$ cat config.mk
export PLATFORM = sky130hd
export DESIGN_NAME = montgomery_modular_exponentiation_unit_flat
export DESIGN_NICKNAME = d
export VERILOG_FILES = /design/src/hw/rtl/mmx_pkg.sv /design/src/hw/rtl/mmx_if.sv /design/src/hw/rtl/montgomery_modular_exponentiation_unit.sv /design/src/hw/rtl/mmx_alu.sv /design/src/flat_wrapper.sv
export SDC_FILE = /design/constraint.sdc
export NUM_CORES = 1
export LEC_CHECK = 0
export BUFFER_PORTS_ARGS = -buffer_cell sky130_fd_sc_hd__clkbuf_2
export CAP_MARGIN = 20
export CORE_MARGIN = 4
export CORE_UTILIZATION = 55
export CTS_BUF_LIST = sky130_fd_sc_hd__clkbuf_16
export CTS_CLUSTER_SIZE = 16
export DETAILED_ROUTE_END_ITERATION = 10
export PLACE_DENSITY_LB_ADDON = 0.05
export SLEW_MARGIN = 10
export SYNTH_ARGS = -nofsm -noshare
export SYNTH_HDL_FRONTEND = slang
export SYNTH_SLANG_ARGS = --single-unit
$ cat constraint.sdc
create_clock -name i_clk -period 5.4 [get_ports i_clk]
set_input_delay 0.54 -clock i_clk [delete_from_list [all_inputs] [get_ports i_clk]]
set_output_delay 0.54 -clock i_clk [all_outputs]
set_load 0.02 [all_outputs]
$ cat src/hw/rtl/mmx_pkg.sv
// Package for the Montgomery modular exponentiation unit.
// Holds the shared widths, the sequencer and datapath codes and the datapath control struct.
// No dependencies.
package mmx_pkg;

    localparam int unsigned WordBits = 32;
    localparam int unsigned AccBits  = WordBits + 2;   // product accumulator, holds < 2n
    localparam int unsigned CntBits  = 6;              // step counter, 64 steps max
    localparam int unsigned BitIdx   = 5;              // exponent bit index

    typedef enum logic [2:0] {
        S_IDLE,
        S_CONV,
        S_PROD,
        S_FIX,
        S_OUT
    } t_state;

    // what the shared datapath is currently working on
    typedef enum logic [2:0] {
        K_CVB,   // base into Montgomery form
        K_CVO,   // constant one into Montgomery form
        K_SQR,
        K_MUL,
        K_FIN    // leave Montgomery form
    } t_kind;

    typedef enum logic [1:0] {
        ALU_HOLD,
        ALU_DBL,    // t = 2t + bit, reduced mod n
        ALU_STEP    // one radix-2 Montgomery step
    } t_alu_op;

    typedef struct packed {
        t_alu_op op;
        logic    clr;   // treat accumulator as zero this step
        logic    bit_in;
    } t_alu_ctl;

endpackage

$ cat src/hw/rtl/mmx_if.sv
// Valid/ready channel interfaces for the exponentiation unit.
// Depends on nothing; payload widths are the fixed field widths.
interface mmx_in_if;
    logic        valid;
    logic        ready;
    logic [31:0] base_value;
    logic [31:0] exponent_value;
    logic [31:0] modulus_value;

    modport source (output valid, base_value, exponent_value, modulus_value, input ready);
    modport sink   (input valid, base_value, exponent_value, modulus_value, output ready);
endinterface

interface mmx_out_if;
    logic        valid;
    logic        ready;
    logic [31:0] power_result;
    logic        bad_modulus;

    modport source (output valid, power_result, bad_modulus, input ready);
    modport sink   (input valid, power_result, bad_modulus, output ready);
endinterface

$ cat src/hw/rtl/montgomery_modular_exponentiation_unit.sv
// Top level of the Montgomery modular exponentiation unit: computes a^e mod n.
// Depends on mmx_pkg, mmx_if (mmx_in_if, mmx_out_if) and mmx_alu.
//
// Usage:
//   i_in carries one transaction per job: base_value, exponent_value and an odd
//   modulus_value. o_out returns power_result = base^exponent mod modulus and
//   bad_modulus. An even or zero modulus gives power_result 0, bad_modulus 1.
// Sequence:
//   One job at a time. i_in.ready is high only while the sequencer is idle.
//   A good job first converts the base and then one into Montgomery form by
//   doubling steps, each run followed by a fixup state; then it squares for
//   all 32 exponent bits, multiplies once more per set exponent bit and ends
//   with the exit product. o_out.valid and i_in.ready rise in the same cycle.
//   All of it runs through the single bit-serial add/shift unit in mmx_alu,
//   one multiplier bit per cycle. A bad modulus goes from idle straight to
//   the output state.
// Reset / stall:
//   i_rst_n (synchronous, active low) returns the sequencer to idle and drops
//   o_out.valid. The result sits in an output register; while the receiver
//   stalls, the next job can be accepted and run, and it waits in its final
//   state only if the output register is still full at its end.
module montgomery_modular_exponentiation_unit
    import mmx_pkg::*;
(
    input  logic i_clk,
    input  logic i_rst_n,
    mmx_in_if.sink    i_in,
    mmx_out_if.source o_out
);

    t_state              r_state, n_state;
    t_kind               r_kind;
    logic [CntBits-1:0]  r_cnt;
    logic [BitIdx-1:0]   r_bit;
    logic [WordBits-1:0] r_n, r_e, r_x, r_base, r_pow, r_res;
    logic                r_bad, r_ob, r_ov;

    t_alu_ctl            alu_ctl;
    logic [WordBits-1:0] alu_y;
    logic [WordBits-1:0] red;

    logic in_fire, in_bad, out_free;

    assign i_in.ready = (r_state == S_IDLE);
    assign in_fire    = i_in.valid && i_in.ready;
    assign in_bad     = ~i_in.modulus_value[0];   // even, zero included
    assign out_free   = !r_ov || o_out.ready;

    // Shared datapath
    mmx_alu u_alu (
        .i_clk (i_clk),
        .i_ctl (alu_ctl),
        .i_y   (alu_y),
        .i_n   (r_n),
        .o_red (red)
    );

    // Next state
    always_comb begin
        n_state = r_state;
        unique case (r_state)
            S_IDLE: if (in_fire) n_state = in_bad ? S_OUT : S_CONV;
            S_CONV: if (r_cnt == '1) n_state = S_FIX;
            S_PROD: if (r_cnt == CntBits'(WordBits - 1)) n_state = S_FIX;
            S_FIX: begin
                if (r_kind == K_CVB)      n_state = S_CONV;
                else if (r_kind == K_FIN) n_state = S_OUT;
                else                      n_state = S_PROD;
            end
            S_OUT: if (out_free) n_state = S_IDLE;
            default: n_state = S_IDLE;
        endcase
    end

    // Datapath control
    always_comb begin
        alu_ctl.op     = ALU_HOLD;
        alu_ctl.clr    = (r_cnt == '0);
        alu_ctl.bit_in = 1'b0;
        unique case (r_state)
            S_CONV: begin
                // first half of the steps shifts the operand in, second half only doubles
                alu_ctl.op     = ALU_DBL;
                alu_ctl.bit_in = r_x[WordBits-1] && !r_cnt[CntBits-1];
            end
            S_PROD: begin
                alu_ctl.op     = ALU_STEP;
                alu_ctl.bit_in = r_x[0];
            end
            default: alu_ctl.op = ALU_HOLD;
        endcase
    end

    always_comb begin
        case (r_kind)
            K_MUL:   alu_y = r_base;
            K_FIN:   alu_y = WordBits'(1);
            default: alu_y = r_pow;
        endcase
    end

    always_ff @(posedge i_clk) begin
        if (!i_rst_n) begin
            r_state <= S_IDLE;
            r_kind  <= K_CVB;
            r_cnt   <= '0;
        end else begin
            r_state <= n_state;
            case (r_state)
                S_IDLE: begin
                    if (in_fire) begin
                        r_kind <= K_CVB;
                        r_cnt  <= '0;
                    end
                end
                S_CONV, S_PROD: r_cnt <= r_cnt + 1'b1;
                S_FIX: begin
                    r_cnt <= '0;
                    case (r_kind)
                        K_CVB: r_kind <= K_CVO;
                        K_CVO: r_kind <= K_SQR;
                        K_SQR: begin
                            if (r_e[r_bit])        r_kind <= K_MUL;
                            else if (r_bit == '0)  r_kind <= K_FIN;
                            else                   r_kind <= K_SQR;
                        end
                        K_MUL: r_kind <= (r_bit == '0) ? K_FIN : K_SQR;
                        default: r_kind <= r_kind;
                    endcase
                end
                default: r_cnt <= r_cnt;
            endcase
        end
    end

    // Operand registers
    always_ff @(posedge i_clk) begin
        case (r_state)
            S_IDLE: begin
                if (in_fire) begin
                    r_n   <= i_in.modulus_value;
                    r_e   <= i_in.exponent_value;
                    r_x   <= i_in.base_value;
                    r_bad <= in_bad;
                    r_pow <= '0;
                end
            end
            S_CONV: r_x <= {r_x[WordBits-2:0], 1'b0};
            S_PROD: r_x <= {1'b0, r_x[WordBits-1:1]};
            S_FIX: begin
                case (r_kind)
                    K_CVB: begin
                        r_base <= red;
                        r_x    <= WordBits'(1);
                    end
                    K_CVO: begin
                        r_pow <= red;
                        r_x   <= red;
                        r_bit <= '1;
                    end
                    K_SQR: begin
                        r_pow <= red;
                        r_x   <= red;
                        if (!r_e[r_bit] && r_bit != '0) r_bit <= r_bit - 1'b1;
                    end
                    K_MUL: begin
                        r_pow <= red;
                        r_x   <= red;
                        if (r_bit != '0) r_bit <= r_bit - 1'b1;
                    end
                    default: r_pow <= red;
                endcase
            end
            default: r_x <= r_x;
        endcase
    end

    // Output register
    always_ff @(posedge i_clk) begin
        if (!i_rst_n) begin
            r_ov <= 1'b0;
        end else if (r_state == S_OUT && out_free) begin
            r_ov <= 1'b1;
        end else if (o_out.ready) begin
            r_ov <= 1'b0;
        end
    end

    always_ff @(posedge i_clk) begin
        if (r_state == S_OUT && out_free) begin
            r_res <= r_pow;
            r_ob  <= r_bad;
        end
    end

    assign o_out.valid        = r_ov;
    assign o_out.power_result = r_res;
    assign o_out.bad_modulus  = r_ob;

    // Assertions
    a_bad_fast: assert property (@(posedge i_clk) disable iff (!i_rst_n)
        in_fire && in_bad |=> r_state == S_OUT)
        else $error("bad modulus did not go straight to output");

    a_bad_zero: assert property (@(posedge i_clk) disable iff (!i_rst_n)
        o_out.valid && o_out.bad_modulus |-> o_out.power_result == '0)
        else $error("bad modulus with nonzero result");

    a_pow_reduced: assert property (@(posedge i_clk) disable iff (!i_rst_n)
        r_state == S_PROD |-> r_pow < r_n && r_base < r_n)
        else $error("Montgomery operand not reduced");

    a_out_wait: assert property (@(posedge i_clk) disable iff (!i_rst_n)
        r_state == S_OUT && !out_free |=> r_state == S_OUT)
        else $error("result dropped while output full");

endmodule

$ cat src/hw/rtl/mmx_alu.sv
// Shared arithmetic unit: modular doubling and radix-2 Montgomery steps.
// Depends on mmx_pkg.
module mmx_alu
    import mmx_pkg::*;
(
    input  logic                i_clk,
    input  t_alu_ctl            i_ctl,
    input  logic [WordBits-1:0] i_y,
    input  logic [WordBits-1:0] i_n,
    output logic [WordBits-1:0] o_red
);

    logic [AccBits-1:0] r_t;
    logic [AccBits-1:0] n_t;
    logic [AccBits-1:0] t0;
    logic [AccBits-1:0] dbl;
    logic [AccBits:0]   s1;
    logic [AccBits:0]   s2;
    logic [AccBits-1:0] n_ext;

    assign n_ext = {2'b00, i_n};
    assign t0    = i_ctl.clr ? '0 : r_t;
    assign dbl   = {t0[AccBits-2:0], i_ctl.bit_in};
    assign s1    = {1'b0, t0} + (i_ctl.bit_in ? {3'b000, i_y} : '0);
    assign s2    = s1 + (s1[0] ? {1'b0, n_ext} : '0);

    always_comb begin
        case (i_ctl.op)
            ALU_DBL:  n_t = (dbl >= n_ext) ? dbl - n_ext : dbl;
            ALU_STEP: n_t = s2[AccBits:1];
            default:  n_t = r_t;
        endcase
    end

    always_ff @(posedge i_clk) begin
        r_t <= n_t;
    end

    // final conditional subtraction, t < 2n here
    logic [AccBits-1:0] red_full;
    assign red_full = (r_t >= n_ext) ? r_t - n_ext : r_t;
    assign o_red    = red_full[WordBits-1:0];

endmodule
$ cat src/flat_wrapper.sv
// flat-port wrapper written by rule: the top's interface ports become plain ports
module montgomery_modular_exponentiation_unit_flat import mmx_pkg::*;
  (i_clk, i_rst_n, i_in_valid, i_in_base_value, i_in_exponent_value, i_in_modulus_value, i_in_ready, o_out_valid, o_out_power_result, o_out_bad_modulus, o_out_ready);
  mmx_in_if i_in_i ();
  mmx_out_if o_out_i ();
  input  logic i_clk;
  input  logic i_rst_n;
  input wire logic [$bits(i_in_i.valid)-1:0] i_in_valid;
  input wire logic [$bits(i_in_i.base_value)-1:0] i_in_base_value;
  input wire logic [$bits(i_in_i.exponent_value)-1:0] i_in_exponent_value;
  input wire logic [$bits(i_in_i.modulus_value)-1:0] i_in_modulus_value;
  output wire logic [$bits(i_in_i.ready)-1:0] i_in_ready;
  output wire logic [$bits(o_out_i.valid)-1:0] o_out_valid;
  output wire logic [$bits(o_out_i.power_result)-1:0] o_out_power_result;
  output wire logic [$bits(o_out_i.bad_modulus)-1:0] o_out_bad_modulus;
  input wire logic [$bits(o_out_i.ready)-1:0] o_out_ready;
  assign i_in_i.valid = i_in_valid;
  assign i_in_i.base_value = i_in_base_value;
  assign i_in_i.exponent_value = i_in_exponent_value;
  assign i_in_i.modulus_value = i_in_modulus_value;
  assign i_in_ready = i_in_i.ready;
  assign o_out_valid = o_out_i.valid;
  assign o_out_power_result = o_out_i.power_result;
  assign o_out_bad_modulus = o_out_i.bad_modulus;
  assign o_out_i.ready = o_out_ready;
  montgomery_modular_exponentiation_unit u_core (.i_clk(i_clk), .i_rst_n(i_rst_n), .i_in(i_in_i), .o_out(o_out_i));
endmodule
==> results of run 1 <==
power breakdown:
| part | internal, uW | switching (uW) |
|---|---|---|
| registers | 3210 | 418 |
| logic | 3000 | 4550 |
| clock network | 990 | 800 |
final cells by class:
class	instances	area (um2)
well taps	402	503
multi-input cells	1452	10500
repair buffers	331	2230
fillers	2506	9990
flip-flops and latches	246	7260
clock inverters	22	155
clock buffers	28	701
inverters	103	387
state kept, by name, indices dropped and copies added, names as in the netlist:
| signal | cells |
|---|---|
| u_core.o_out.bad_modulus | 1 |
| u_core.o_out.power_result | 32 |
| u_core.o_out.valid | 1 |
| u_core.r_bad | 1 |
| u_core.r_base | 32 |
| u_core.r_bit | 5 |
| u_core.r_cnt | 6 |
| u_core.r_e | 32 |
| u_core.r_kind | 3 |
| u_core.r_n | 32 |
| u_core.r_pow | 32 |
| u_core.r_state | 3 |
| u_core.r_x | 32 |
| u_core.u_alu.r_t | 34 |
cell usage in the layout (no fill, tap or decap), types with 29 or more instances in the layout:
master / synthesis / final
clkbuf_2: 0 / 134
clkbuf_16: 0 / 29
a21oi_1: 163 / 146
inv_1: 103 / 105
a22oi_1: 44 / 37
edfxtp_1: 233 / 233
nor2_1: 209 / 195
o21ai_1: 29 / 32
ha_1: 132 / 119
o21ai_0: 84 / 75
xor2_1: 49 / 48
xnor2_1: 67 / 64
a21o_1: 61 / 61
nand2_1: 109 / 107
nand2b_1: 47 / 45
buf_4: 0 / 188
and2_1: 89 / 82
worst max-delay path: cells and delay by family (launching register included):
kind	cells	cell delay (ps)
AOI/OAI and AO/OA	10	2020
xor gates and xnor gates	2	320
adders and majority gates	3	740
buffers and inverters	2	250
DFF	1	330
and+or+nand+nor	9	1600
per-stage QoR:
step | hold slack [ps] | setup TNS, ps | cell area, um2 | std cells
after floorplan | 400 | 0 | 17900 | 1872
after global placement | 435 | -1290 | 20100 | 2510
after detailed placement | 439 | -4530 | 20100 | 2510
after CTS | 107 | -105 | 21300 | 2571
after global routing | 111 | -3720 | 21700 | 2584
final | 127 | -929 | 21700 | 2584
per-layer routing:
layer	wire, um	GRT usage
met1	21500	0.366
met2	25500	0.492
met3	2920	0.0350
met4	3150	0.160
met5	0	0
how the worst max path moves through the flow:
stage | to | slack [ps] | depth (start not counted)
detailed placement | u_core.u_alu.r_t[32] | -490 | 30
global placement | u_core.u_alu.r_t[32] | -210 | 30
finish | u_core.u_alu.r_t[27] | -190 | 26
CTS | u_core.u_alu.r_t[27] | -30 | 27
global route | u_core.u_alu.r_t[33] | -400 | 27
floorplan | u_core.u_alu.r_t[32] | 4 | 31
cell families after synthesis:
kind of cell               synth area share
and+or+nand+nor                       0.165
AOI/OAI and AO/OA                     0.210
buffers and inverters                0.0388
muxes                                0.0247
xor gates and xnor gates             0.0570
DFF                                   0.407
adders and majority gates            0.0972
repair_timing:
item                                   4_1_cts  5_1_grt
buffers inserted                            10       11
setup endpoints to repair                   17       19
endpoints found under the hold margin        0        0
gates cloned                                 1        1
pin swaps                                   40       35
resized for setup                           49       73
==> reports/results.ini, run 1 <==
[run_status]
status = finished, violations left
violations = negative setup slack

[worst_hold_path]
hold_start = i_in_exponent_value[23]
hold_end = u_core.r_e[23]
hold_class = primary input to flop
whs_path_depth = 1

[placement]
port_buffers = 134
gp_congestion = 0.957
hpwl_um = 40400
dp_slack_ps = -486

[logic_synthesis]
synth_most_common_cell = edfxtp_1
ys_async_sr_fraction = 0
syn_inst = 1872
syn_avg_cell_area_um2 = 9.51
synth_top_area_share = 0.393
synth_nets = 2108
yosysWarnings = 0
yosys-top-cells-area = edfxtp_1, ha_1, a21oi_1
yosysUniqueCellTypes = 77
syn_area_um2 = 17800
synth.largest_area_cell = edfxtp_1
yosysSeqAreaShare = 0.407
synth_commonest_cells = edfxtp_1, nor2_1, a21oi_1, ha_1, nand2_1
synthFlopType = edfxtp_1
synth_edf_count = 233
ys_ff_latch = 246

[floorplan]
die_w_um = 188
design.core.area_um2 = 31700
row_count = 65
die_h_um = 188
start_util = 0.562
dieArea_um2 = 35300
io_pins = 135

[cts]
cts_buffer_depth = 3
cts_made_buffers = 28
h-tree-depth = 1
clk_latency_ps = 590
cts.sinks = 246
hold_buffers = 0
clk_pin_slew_ps = 60
cts-root-buf = clkbuf_16
cts_tree = done

[worst_setup_path]
critical_path_class = flop to flop
crit_fanout = 7
worstReg2RegEnd = u_core.u_alu.r_t[27]
r2r_cells = 26
reg2reg_slack_ps = -190
slowest_delay_ps = 470
cpMaxStageDelayCell = or4_4
cp-start-kind = flop
startpoint = u_core.r_cnt[0]
critical_path_required_ps = 5680
arrival_ps = 5870
critPathCaptureType = flop
rr_startpoint = u_core.r_cnt[0]

[pwr]
total_power_uw = 13000
peakVddDrop_mv = 0.434
p_leak_uw = 0.00941
power.density_nw_per_um2 = 597

[routing]
route.detailed.drc = 0
wl_um = 53000
drtPass1Iterations = 6
viasPerCell = 6.02
ant_nets = 0
vias = 15600
wl_per_cell_um = 20.5
drtIter0Drc = 1282

[timing]
fin_crit_ps = 5590
final_max_slew_viol_count = 0
slew_headroom = 0.350
rsz0062_at_grt = yes
fmax_mhz = 179
setup_ws_ps = -187
worstMarginPinSlew_ps = 973
fin_skew_ps = 33.3
setup_viol = 9
timing.final.crit_share = 1.03
final-hold-violation-count = 0

[global_routing]
grt_max_degree = 64
grt_pass1_vias = 15300
gr-total-overflow = 0
grt_pass1_wl_um = 82200
antenna_found_initial = 0
grt_usage = 0.292

[layout]
drive_gt1_frac = 0.237
fin_util = 0.685
area_growth_pct = 22.0
nets = 2398
diodes = 0

[run]
drv_cap = 0

(Power assumes the default switching activity.)
==> inputs of run 2 (changes only) <==
Settings changed: ABC_AREA set to 1.
==> run 2 against run 1 <==
- the run now ends clean
- clock skew grew 5.1 ps
- sequential power grew 3%
- sequential share of layout area shrank 0.97 points
- register-to-register slack gained 320 ps
- maximum frequency grew 6.1%
- die area grew 11%
- critical path type unchanged
- highest routed layer unchanged
==> reports/results.ini, run 2 <==
[worst_setup_path]
critical_path_required_ps = 5720
cpMaxStageDelayCell = dfxtp_1
slowest_delay_ps = 370
path_delay_family = simple AND/OR/NAND/NOR gates
rr_startpoint = u_core.r_state[1]
crit_fanout = 29
reg2reg_slack_ps = 130
r2r_cells = 30
cp-start-kind = flop
critPathBufInv = 6
crit_top_cell = nand2_1
critical_path_class = flop to flop
worstReg2RegEnd = u_core.u_alu.r_t[29]
arrival_ps = 5580
critPathCaptureType = flop

[cts]
h-tree-depth = 1
cts_tree = done
hold_buffers = 0
cts.sinks = 246
cts-root-buf = clkbuf_16
clk_pin_slew_ps = 70
cts_made_buffers = 29
cts_buffer_depth = 3
clk_latency_ps = 600

[floorplan]
io_pins = 135
start_util = 0.558
row_count = 69
dieArea_um2 = 39200
die_h_um = 198
design.core.area_um2 = 35600
die_w_um = 198

[timing]
slew_headroom = 0.379
final-hold-violation-count = 0
fin_skew_ps = 38.4
setup_viol = 0
timing.final.crit_share = 0.975
final_max_slew_viol_count = 0
whs_ps = 111
worstMarginPinSlew_ps = 930
fmax_mhz = 190
fin_crit_ps = 5270

[layout]
final_cell_mix = nand2_1, inv_1, edfxtp_1, nor2_1, nand3_1
area_growth_pct = 12.8
fin_util = 0.629
top_register = u_core.u_alu.r_t
largest_reg_flops = 34
final_common_cell = nand2_1
nets = 3180
drive_gt1_frac = 0.109
diodes = 0
final_cell_area_um2 = 22400

[logic_synthesis]
syn_avg_cell_area_um2 = 7.13
synth_nets = 3017
synth.largest_area_cell = edfxtp_1
synth_top_area_share = 0.353
syn_inst = 2781
yosysSeqAreaShare = 0.366
synth_commonest_cells = nand2_1, inv_1, nor2_1, edfxtp_1, nand3_1
yosysUniqueCellTypes = 53
ys_async_sr_fraction = 0
yosysWarnings = 0
synth_most_common_cell = nand2_1
yosys-top-cells-area = edfxtp_1, nand2_1, ha_1
synth_edf_count = 233
synthFlopType = edfxtp_1
syn_area_um2 = 19800
ys_ff_latch = 246

[pwr]
switching_share = 0.494
power.density_nw_per_um2 = 570
p_leak_uw = 0.0114
internal_power_uw = 6460
clockPowerShare = 0.154
pwr-share-comb = 0.553
pwr-share-seq = 0.294
power.switching_uw = 6300
peakVddDrop_mv = 0.471

[run]
drv_cap = 0

[worst_hold_path]
hold_class = primary input to flop
hold_start = i_in_modulus_value[17]
whs_path_depth = 1
hold_end = u_core.r_n[17]

[placement]
port_buffers = 134
hpwl_um = 55400
gp_congestion = 1.04
placed_cell_area_um2 = 21200

[routing]
route.detailed.drc = 0
viasPerCell = 5.80
vias = 19900
drtPass1Iterations = 9
wl_per_cell_um = 20.3
wl_um = 69400
ant_nets = 0
drtIter0Drc = 2128

[global_routing]
use_met3 = 0.0499
gr-total-overflow = 0
grtUsageMet1 = 0.504
grt_pass1_wl_um = 104000
use_met2 = 0.524
grt_pass1_vias = 18800
grt_usage = 0.343
antenna_found_initial = 0
grt-busiest-layer = met2
grt_max_degree = 66

[run_status]
status = finished, final reports clean

[run 2: what timing repair did]
item	CTS	global route
buffers inserted	0	4
pin swaps	0	10
resized for setup	4	42
endpoints found under the setup margin	5	17
[run 2: per-stage QoR]
step	setup slack (ps)	TNS [ps]	power (uW)	instances
finish	133	0	12800	3424
global route	-2.14	-2.75	13600	3424
floorplan	316	0	8440	2781
global placement	-96.5	-103	10300	3369
CTS	13.8	0	12500	3420
detailed placement	-131	-243	10500	3370
[run 2: logic make-up (layout without fill, tap and decap cells)]
logic type | after synthesis | in the layout | synth area share
fa+ha+maj | 136 | 136 | 0.0873
buf+inv | 466 | 648 | 0.0950
simple gates | 1489 | 1489 | 0.316
compound gates | 367 | 367 | 0.101
xor+xnor | 77 | 77 | 0.0340
flops | 246 | 246 | 0.366
[run 2: area by class of cell]
cell class              count  area [um2]
fillers                  3233       13200
multi-input cells        2069       10900
flip-flops and latches    246        7260
inverters                 408        1530
repair buffers            190        1120
clock buffers              29         726
well taps                 461         577
clock inverters            21         204
[run 2: worst register-to-register path: cells and delay by family (launching register included)]
family	cells	cell delay, ps
buf+inv	6	600
simple gates	15	1880
compound gates	5	940
xor+xnor	1	320
fa+ha+maj	3	870
flops	1	370
[run 2: how the worst max path moves through the flow]
stage / depth (start not counted) / slack [ps] / end / start
after floorplan: 6 / 320 / u_core.r_pow[0] / u_core.r_state[2]
after global placement: 29 / -100 / u_core.u_alu.r_t[29] / u_core.r_state[1]
after detailed placement: 29 / -130 / u_core.u_alu.r_t[29] / u_core.r_state[1]
after CTS: 31 / 10 / u_core.u_alu.r_t[32] / u_core.r_state[1]
after global routing: 32 / -2 / u_core.u_alu.r_t[29] / u_core.r_state[1]
final: 30 / 130 / u_core.u_alu.r_t[29] / u_core.r_state[1]
[run 2: routing by layer]
metal	vias to the layer above	part of all wire
li1	9444	-
met1	9255	0.43
met2	1041	0.43
met3	132	0.10
met4	0	0.038
met5	-	0
[run 2: power by group through the flow]
stage / Sequential, uW / Combinational, uW / Clock (uW)
floorplan: 3580 / 4870 / 0
global placement: 3720 / 6620 / 0
detailed placement: 3740 / 6770 / 0
CTS: 3710 / 6800 / 1970
global route: 3770 / 7770 / 2060
finish: 3750 / 7050 / 1960
